## src/lmi_pkg.sv

```systemverilog
`default_nettype none
package lmi_pkg;

  localparam int unsigned CoordW = 32;
  localparam int unsigned TimeW  = 32;
  localparam int unsigned SpeedFrac = 16;
  localparam int unsigned FracBitsDef = 8;
  localparam logic [31:0] SpeedReset = 32'h0001_0000;

  localparam logic [1:0] CMD_SET    = 2'd0;
  localparam logic [1:0] CMD_RETGT  = 2'd1;
  localparam logic [1:0] CMD_QUERY  = 2'd2;

  localparam logic CFG_WALK = 1'b0;
  localparam logic CFG_RUN  = 1'b1;

  typedef struct packed {
    logic [1:0]         cmd;
    logic signed [31:0] cur_x;
    logic signed [31:0] cur_y;
    logic signed [31:0] cur_z;
    logic signed [31:0] target_x;
    logic signed [31:0] target_y;
    logic signed [31:0] target_z;
    logic               running;
    logic [31:0]        now_ms;
  } lmi_in_t;

  typedef struct packed {
    logic signed [31:0] pos_x;
    logic signed [31:0] pos_y;
    logic signed [31:0] pos_z;
    logic [31:0]        travel_ms;
    logic               arrived;
  } lmi_out_t;

  // shared unit operation
  typedef enum logic [1:0] {
    OP_SQRT,
    OP_DIV
  } lmi_op_t;

  typedef struct packed {
    logic    start;
    lmi_op_t op;
  } lmi_ctl_t;

  typedef enum logic [3:0] {
    ST_IDLE,
    ST_SQ,
    ST_SQRT,
    ST_SQRT_W,
    ST_TDIV,
    ST_TDIV_W,
    ST_QMUL,
    ST_QDIV,
    ST_QDIV_W,
    ST_OUT
  } lmi_state_t;

endpackage
`default_nettype wire

```

## src/lmi_unit.sv

```systemverilog
`default_nettype none
// Shared iterative unit: restoring square root of a 128-bit radicand
// (one result bit a cycle) or restoring division of a 96-bit dividend
// by a 32-bit divisor (one quotient bit a cycle).
module lmi_unit
  import lmi_pkg::*;
(
  input  wire logic         clk,
  input  wire logic         rst_n,
  input  wire lmi_ctl_t     ctl,
  input  wire logic [127:0] opa,
  input  wire logic [31:0]  opb,
  output logic              busy,
  output logic [95:0]       res
);

  logic [127:0] sh_r, sh_nxt;
  logic [97:0]  rem_r, rem_nxt;
  logic [95:0]  q_r, q_nxt;
  logic [6:0]   cnt_r, cnt_nxt;
  logic         busy_r, busy_nxt;
  lmi_op_t      op_r, op_nxt;
  logic [97:0]  trial, rem_sh;

  always_comb begin
    sh_nxt = sh_r;
    rem_nxt = rem_r;
    q_nxt = q_r;
    cnt_nxt = cnt_r;
    busy_nxt = busy_r;
    op_nxt = op_r;
    rem_sh = '0;
    trial = '0;
    if (ctl.start) begin
      busy_nxt = 1'b1;
      op_nxt = ctl.op;
      rem_nxt = '0;
      q_nxt = '0;
      if (ctl.op == OP_SQRT) begin
        sh_nxt = opa;
        cnt_nxt = 7'd63;
      end else begin
        sh_nxt = {opa[95:0], 32'd0};
        cnt_nxt = 7'd95;
      end
    end else if (busy_r) begin
      if (op_r == OP_SQRT) begin
        rem_sh = {rem_r[95:0], sh_r[127:126]};
        trial = {q_r[95:0], 2'b01};
        sh_nxt = {sh_r[125:0], 2'b00};
        if (rem_sh >= trial) begin
          rem_nxt = rem_sh - trial;
          q_nxt = {q_r[94:0], 1'b1};
        end else begin
          rem_nxt = rem_sh;
          q_nxt = {q_r[94:0], 1'b0};
        end
      end else begin
        rem_sh = {rem_r[96:0], sh_r[127]};
        trial = {66'd0, opb};
        sh_nxt = {sh_r[126:0], 1'b0};
        if (rem_sh >= trial) begin
          rem_nxt = rem_sh - trial;
          q_nxt = {q_r[94:0], 1'b1};
        end else begin
          rem_nxt = rem_sh;
          q_nxt = {q_r[94:0], 1'b0};
        end
      end
      if (cnt_r == 7'd0) begin
        busy_nxt = 1'b0;
      end
      cnt_nxt = cnt_r - 7'd1;
    end
  end

  always_ff @(posedge clk) begin
    if (!rst_n) begin
      busy_r <= 1'b0;
      cnt_r <= '0;
      op_r <= OP_SQRT;
    end else begin
      busy_r <= busy_nxt;
      cnt_r <= cnt_nxt;
      op_r <= op_nxt;
    end
    sh_r <= sh_nxt;
    rem_r <= rem_nxt;
    q_r <= q_nxt;
  end

  assign busy = busy_r;
  assign res = q_r;

endmodule
`default_nettype wire

```

## config.mk

```make
export PLATFORM = sky130hd
export DESIGN_NAME = lmi_unit
export DESIGN_NICKNAME = d
export VERILOG_FILES = /design/src/lmi_pkg.sv /design/src/lmi_unit.sv
export SDC_FILE = /design/constraint.sdc
export NUM_CORES = 1
export LEC_CHECK = 0
export ABC_AREA = 0
export BUFFER_PORTS_ARGS = -buffer_cell sky130_fd_sc_hd__buf_2
export CAP_MARGIN = 0
export CORE_ASPECT_RATIO = 1.4
export CORE_UTILIZATION = 55
export CTS_CLUSTER_DIAMETER = 30
export CTS_CLUSTER_SIZE = 10
export DETAILED_ROUTE_END_ITERATION = 10
export PLACE_DENSITY = 0.74
export SYNTH_ARGS = -nofsm -noshare
export SYNTH_HDL_FRONTEND = slang
export SYNTH_SLANG_ARGS = --single-unit
export TNS_END_PERCENT = 5
```

## constraint.sdc

```tcl
create_clock -name clk -period 4.1 [get_ports clk]
set_input_delay 0.615 -clock clk [delete_from_list [all_inputs] [get_ports clk]]
set_output_delay 0.615 -clock clk [all_outputs]
set_load 0.02 [all_outputs]
```

After elaboration in Yosys (flattened, before gate mapping)
Cells that the tools add are included.
{"block": "totals", "reg_bits": 331}
{"block": "op_classes", "addsub": 3, "n_lt_le_gt_ge": 2, "n_mux": 16, "n_reduce_logical": 4}
{"op": "128-bit two-way mux", "n": 4}
{"op": "97-bit two-way mux", "n": 3}
{"op": "98-bit by 32-bit greater-or-equal comparator with 1-bit output", "n": 1}
{"op": "98-bit greater-or-equal comparator", "n": 1}
{"op": "97-bit by 32-bit subtractor with 97-bit output", "n": 1}
{"op": "97-bit subtractor", "n": 1}
{"op": "7-bit two-way mux", "n": 3}
{"op": "7-bit logical NOT", "n": 1}
{"op": "7-bit by 1-bit subtractor with 7-bit output (second input constant)", "n": 1}
{"op": "1-bit two-way mux", "n": 6}
{"op": "2-bit logical NOT", "n": 2}
{"op": "2-bit nonzero test", "n": 1}

Logic depth before layout (Yosys ltp)
Gate-level depths: netlist (run 1).
{"block": "logic_depth", "depth_word": 4, "depth_mapped": 17, "depth_no_buf": 16}

Worst setup path before layout (run 1)
No wires, ideal clock.
{"block": "synth_timing", "path_type": "input-to-reg", "startpoint": "in ctl[2] (netlist name)", "endpoint": "reg sh_r[0], enable pin", "t_arrival_ns": 3.951, "required_ns": 3.620, "path_slack_ns": -0.331, "cell_stages": 5, "path_cell_list": "clkbuf_1 clkbuf_1 nor2_1 clkbuf_1 inv_1"}
{"block": "synth_via", "elab_chain_len": 1}
{"element": "start: declaration", "line": "lmi_unit.sv:10", "text": "input wire lmi_ctl_t ctl,"}
{"element": "2-bit nonzero test (no line)"}
{"element": "end signal: assignment", "line": "lmi_unit.sv:87", "text": "sh_r <= sh_nxt;"}
{"element": "end: declaration", "line": "lmi_unit.sv:17", "text": "logic [127:0] sh_r, sh_nxt;"}
No other way between the ends.
A chain may end at the register's enable or synchronous reset.

Worst setup path in the final report (run 1)
{"block": "layout_timing", "startpoint": "reg q_r[0] (netlist: res[0])", "endpoint": "reg rem_r[84]"}
{"block": "layout_via", "elab_chain_len": 3, "word_cells_on_any_way": 4, "classes_between": "add/sub: 1; order compare: 1; mux: 2"}
{"element": "start: declaration", "line": "lmi_unit.sv:19", "text": "logic [95:0] q_r, q_nxt;"}
{"element": "start signal: assignment", "line": "lmi_unit.sv:89", "text": "q_r <= q_nxt;"}
{"element": "97-bit subtractor / 98-bit greater-or-equal comparator (equally long branches)", "line": "lmi_unit.sv:52, lmi_unit.sv:51"}
{"element": "97-bit two-way mux (*)", "line": "lmi_unit.sv:51", "text": "if (rem_sh >= trial) begin"}
{"element": "97-bit two-way mux (*)", "line": "lmi_unit.sv:47", "text": "if (op_r == OP_SQRT) begin"}
{"element": "end signal: assignment", "line": "lmi_unit.sv:88", "text": "rem_r <= rem_nxt;"}
{"element": "end: declaration", "line": "lmi_unit.sv:18", "text": "logic [97:0] rem_r, rem_nxt;"}
Every way passes the cells marked *; elsewhere a longest branch is shown, timed or not.

==> impl_metrics.tcl, run 1 <==
set metrics [dict create \
    dr.pass1.iters 7 \
    fp.dieArea_um2 48300 \
    p_per_area_nw_per_um2 617 \
    fin_area_um2 32600 \
    min_period_ps 3970 \
    seq_area_frac_synth_pct 30.3 \
    drt-vias-per-instance 6.19 \
    core-area_um2 46900 \
    synth_seq_cells 331 \
    cts-root-buf "clkbuf_16" \
    clock_skew_ps 30.3 \
    yosysWarnings 0 \
    slew_headroom_pct 30.2 \
    syn2layout_area_growth_pct 25.0 \
    cts_buffers 80 \
    status "complete, no violations" \
    ios 262 \
    vdd_drop_max_mv 0.515 \
    worstPathMaxFanout 4 \
    layout.nets 4069 \
    synth_top_area_share_pct 15.6 \
    placed_area_um2 29800 \
    yosys-top-cells-area "dfxtp_1 16%, edfxtp_1 15%, nand2_1 6.4%" \
    grt_pass1_vias 27000 \
    synth_compound_area_share_pct 24.2 \
    ant_nets 0 \
    finalCritPeriodShare_pct 96.8 \
    port_buffers 261 \
    grt_pass1_wl_um 141000 \
    wirelength_um 91400 \
    synth_cells 3357 \
    synth-async-reset-ratio_pct 0 \
    hold_class "input port to register" \
    antenna_found_initial 2 \
    cp.arrival_ps 4450 \
    grt_max_degree 191 \
    post-synth-top-area-cell "dfxtp_1" \
    cts_tree "yes" \
    synth_edf_count 128 \
    finalHoldViolCount 0 \
    muxShareOfSynthArea_pct 5.32 \
    clkSlewWorstSetupHoldPaths_ps 50 \
    cts_hold_buffers 0 \
    drt_iter0_drc 2146 \
    worstSkewPairLatency_ps 630 \
    route.met2.wl_um 44700 \
    vias 27600 \
    p_clk_share_pct 31.9 \
    maxCapViolCount 0 \
    routed.top_layer "met4" \
    required_ps 4580 \
    cp-end-kind "register" \
    drv_slew 0 \
    setup_violations 0 \
    fmax_mhz 252 \
    cts_setup_buffers 0 \
    fp.dieW_um 186 \
    cts-resized-gates 0 \
    synth_nets 3655 \
    synth_area_um2 26100 \
    synth_area_per_cell_um2 7.77 \
    worst_pin_slew_ps 1050 \
    clock_sinks 331 \
    die_y_um 260 \
    n_antenna_cell 0 \
    place_congestion 0.993 \
    synthSimpleGateAreaFrac_pct 21.7 \
    synthAdderAreaFrac_pct 6.41 \
    ys_types 87 \
    p_comb_share_pct 47.6 \
    rsz0062_at_grt "true" \
    power_frac_seq_pct 20.5 \
    row_count 94 \
    synth_common_cells "446 x nand2_1, 313 x nor2_1, 211 x a21oi_1" \
    switching_share_pct 39.8 \
    gr-total-overflow 0 \
    yosysMostFrequentCell "nand2_1" \
    cts_max_level 3 \
    hpwl_um 68200 \
    leakagePower_nw 14.2 \
    timing.setup.critical_path_class "register to register" \
    p_sw_mw 8.01 \
    ctsLongestPathBuffers 3 \
    yosys.area_share.xor_xnor_pct 5.98 \
    initial_core_util_pct 55.6 \
    drc 0 \
    ys.flop_type "dfxtp_1" \
    track_usage_pct 36.9 \
    synth_top_family_by_area "compound AO/OA/AOI/OAI gates" \
    utilization_pct 69.5 \
    dr_wl_met3_um 6380 \
    drive_gt1_share_pct 20.0 \
    wl_per_cell_um 20.5 \
    crit_path_start_kind "register" \
    intPower_mw 12.1 \
    wl_met1_um 34500 \
]
[layout make-up]
| cell class | instances | area, um^2 |
|---|---|---|
| multi-input combinational | 2612 | 16700 |
| fill | 3902 | 14300 |
| sequential | 331 | 7910 |
| timing repair buffer | 573 | 3810 |
| clock buffer | 96 | 2130 |
| tap | 624 | 781 |
| inverter | 173 | 653 |
| clock inverter | 51 | 602 |
[critical path, stage by stage, from the launching register on]
cell and delay (ps):
dfxtp_1 340, inv_1 50, ha_1 300, nor2b_1 160, o311a_1 330, o21bai_1 160, buf_4 160, a211oi_2 60
buf_4 140, o211ai_1 440, buf_4 210, a21oi_1 50, or3_1 390, buf_4 190, a31oi_2 250, nor3_1 70
nor2_1 110, xor2_1 290, o41ai_1 100
[final timing paths]
check,start,slack [ps],endpoint,cells after the start
max,res[0],130,rem_r[84],18
min reg2reg,rem_r[96],480,rem_r[96],2
min,rst_n,330,busy,2
max reg2reg,res[0],130,rem_r[84],18
[cell families (layout without fill, tap and decap cells)]
family	count (synthesis)	in the layout
simple gates	1198	1198
buf+inv	414	893
compound gates	965	965
xor+xnor	178	178
flops	331	331
fa+ha+maj	133	133
mux	138	138
[state kept, by name, summed over array words and instances (netlist names)]
register	cells
busy	1
cnt_r	7
op_r	2
rem_r	97
res	96
sh_r	128
[layout by cell type, fill, tap and decap left out, types with 9 or more instances in the layout]
cell type and n:
xor2_1 68, or2_2 11, dfxtp_1 202, nor3_1 53
bufinv_16 10, o22ai_1 11, mux2i_1 133, a21oi_1 210
nand2b_1 14, and3_1 18, clkinvlp_4 9, ha_1 130
clkbuf_1 11, and2_1 105, nor2b_1 9, or3_1 21
xnor2_1 110, a21o_1 45, o221ai_1 33, a31oi_1 121
buf_12 12, buf_4 299, o211ai_1 26, nand2_1 446
a221oi_1 30, clkbuf_16 82, inv_1 171, nand4_1 59
nor4_1 27, nand3_1 68, o21ai_0 160, nor2_1 310
buf_2 260, clkinv_2 16, o21a_1 35, edfxtp_1 128
a311oi_1 13, o21bai_1 39, a211oi_1 145, a21boi_0 12
[power groups by stage]
stage                     clock network (mW)  registers, mW  logic (mW)
after floorplan                            0           4.13        5.73
after global placement                     0           4.15        9.14
after detailed placement                   0           4.16        9.21
after CTS                               6.47           4.11        9.30
after global routing                    6.63           4.15        10.3
final                                   6.42           4.13        9.59
[per-stage QoR]
| stage | setup TNS (ps) | cells | total power [mW] | setup WS, ps | hold slack [ps] |
|---|---|---|---|---|---|
| finish | 0 | 4460 | 20.1 | 130 | 329 |
| global route | -150 | 4460 | 21.1 | -58.9 | 337 |
| CTS | 0 | 4460 | 19.9 | 3.61 | 305 |
| detailed placement | -271 | 4313 | 13.4 | -101 | 471 |
| global placement | 0 | 4313 | 13.3 | 8.17 | 470 |
| floorplan | 0 | 3357 | 9.86 | 105 | 454 |
[per-layer routing]
| layer | GRT usage, % | up-vias |
|---|---|---|
| li1 | - | 13000 |
| met1 | 41.6 | 13000 |
| met2 | 63.2 | 1249 |
| met3 | 6.46 | 305 |
| met4 | 24.8 | 0 |
| met5 | 0 | - |
(Power assumes the default switching activity.)
==> run 2, diff against run 1 <==
--- a/config.mk
+++ b/config.mk
@@ -9,6 +9,7 @@
 export BUFFER_PORTS_ARGS = -buffer_cell sky130_fd_sc_hd__buf_2
 export CAP_MARGIN = 0
 export CORE_ASPECT_RATIO = 1.4
+export CORE_MARGIN = 8
 export CORE_UTILIZATION = 55
 export CTS_CLUSTER_DIAMETER = 30
 export CTS_CLUSTER_SIZE = 10
==> impl_metrics.tcl, run 2 (synthesized netlist as in run 1, its figures left out) <==
set metrics [dict create \
    dr.pass1.iters 9 \
    die_y_um 274 \
    placed_area_um2 29400 \
    drive_gt1_share_pct 19.2 \
    syn2layout_area_growth_pct 23.2 \
    layout.nets 4013 \
    cts-root-buf "clkbuf_16" \
    fillCellCount 3890 \
    p_comb_share_pct 47.5 \
    fp.dieW_um 200 \
    slowest_delay_ps 380 \
    cts_buffers 73 \
    cp_cell_sequence "inv_1 > ha_1 > a21oi_1 > o21ai_0 > a21oi_1 > o221ai_1 > a21oi_2 > o211ai_1 > nor3_2 > buf_4 > a211oi_1 > buf_4 > nor2_4 > mux2_2 > a21oi_1 > nor3_1" \
    setup_violations 0 \
    largest_reg_flops 128 \
    p_sw_mw 7.87 \
    worstPathMaxFanout 8 \
    power_frac_seq_pct 21.2 \
    cp.arrival_ps 4500 \
    hold_class "input port to register" \
    initial_core_util_pct 55.6 \
    ctsLongestPathBuffers 3 \
    grt_max_degree 150 \
    clock_sinks 331 \
    worstSkewPairLatency_ps 610 \
    n_antenna_cell 0 \
    crit_path_start_kind "register" \
    intPower_mw 11.7 \
    wl_per_cell_um 21.3 \
    drt_iter0_drc 2435 \
    gr-total-overflow 0 \
    track_usage_pct 33.2 \
    wirelength_um 93500 \
    final_cell_mix "446 x nand2_1, 309 x nor2_1, 260 x buf_2" \
    p_clk_share_pct 31.3 \
    fin_area_um2 32100 \
    cpLargestDelayFamily "compound AO/OA/AOI/OAI gates" \
    port_buffers 261 \
    leakagePower_nw 13.9 \
    required_ps 4540 \
    finalCritPeriodShare_pct 98.9 \
    worst_pin_slew_ps 1030 \
    cp-end-kind "register" \
    rsz0062_at_grt "true" \
    finalHoldViolCount 0 \
    antenna_found_initial 0 \
    place_congestion 0.988 \
    utilization_pct 68.5 \
    grt_pass1_vias 27400 \
    row_count 94 \
    r2r_slack_ps 40 \
    core-area_um2 46900 \
    path_buf_inv 3 \
    cpMostUsedCell "a21oi_1" \
    ant_nets 0 \
    cts_max_level 3 \
    final_common_cell "nand2_1" \
    drc 0 \
    slew_headroom_pct 31.2 \
    fmax_mhz 247 \
    drv_slew 0 \
    hpwl_um 70000 \
    fp.dieArea_um2 54800 \
    drt-vias-per-instance 6.24 \
    vdd_drop_max_mv 0.419 \
    cp_slowest_cell "mux2_2" \
    top_register "sh_r" \
    vias 27400 \
    cts_tree "yes" \
    ios 262 \
    clock_skew_ps 19.6 \
    timing.setup.critical_path_class "register to register" \
    grt_pass1_wl_um 146000 \
    clkSlewWorstSetupHoldPaths_ps 50 \
    switching_share_pct 40.2 \
    min_period_ps 4060 \
    whs_ps 329 \
    status "complete, no violations" \
    maxCapViolCount 0 \
    setup_tns_ps 0 \
    p_per_area_nw_per_um2 609 \
]
[run 2: changes by cell type in the layout (fill, tap and decap cells not counted), moves of 4 or more]
| cell | delta |
|---|---|
| clkbuf_16 | -6 |
| clkinv_2 | -7 |
| clkinv_1 | -4 |
| clkbuf_1 | -6 |
| buf_4 | -53 |
| inv_6 | +10 |
[run 2: through the flow]
step | power (mW) | worst slack [ps] | cells
after global placement | 13.0 | -146 | 4262
after floorplan | 9.86 | 105 | 3357
after detailed placement | 13.1 | -247 | 4262
final | 19.6 | 44.1 | 4398
after global routing | 20.5 | -118 | 4398
after CTS | 19.3 | 39.1 | 4396
[run 2: worst paths after layout]
kind                  start         to  cells past startpoint
setup / recovery    res[51]  rem_r[48]                     16
hold / removal        rst_n       busy                      2
setup reg to reg    res[51]  rem_r[48]                     16
hold reg to reg   rem_r[96]  rem_r[96]                      2
[run 2: final cells by class]
| type | instances | area, um^2 | share of cell area (%) |
|---|---|---|---|
| multi-input cells | 2612 | 16800 | 52.2 |
| clock buffers | 85 | 1980 | 6.15 |
| inverters | 173 | 653 | 2.03 |
| flip-flops and latches | 331 | 7910 | 24.6 |
| clock inverters | 49 | 591 | 1.84 |
| repair buffers | 524 | 3460 | 10.8 |
| well taps | 624 | 781 | 2.43 |
[run 2: repair_timing]
action,CTS,global route
pin swaps,0,1
gates resized for setup,3,25
endpoints found under the setup margin,17,67
gates cloned,0,1
setup buffers,0,1
hold buffers,0,0
[run 2: power by group through the flow]
stage	Clock, mW	Combinational [mW]	Sequential, mW
after floorplan	0	5.73	4.13
after global placement	0	8.85	4.17
after detailed placement	0	8.90	4.18
after CTS	6.18	8.99	4.12
after global routing	6.33	10.0	4.16
final	6.13	9.29	4.14
[run 2: routing by layer]
| metal | track usage (%) | share of wire [%] |
|---|---|---|
| met1 | 37.6 | 38 |
| met2 | 56.8 | 49 |
| met3 | 5.93 | 7.2 |
| met4 | 20.6 | 6.2 |
| met5 | 0 | 0 |
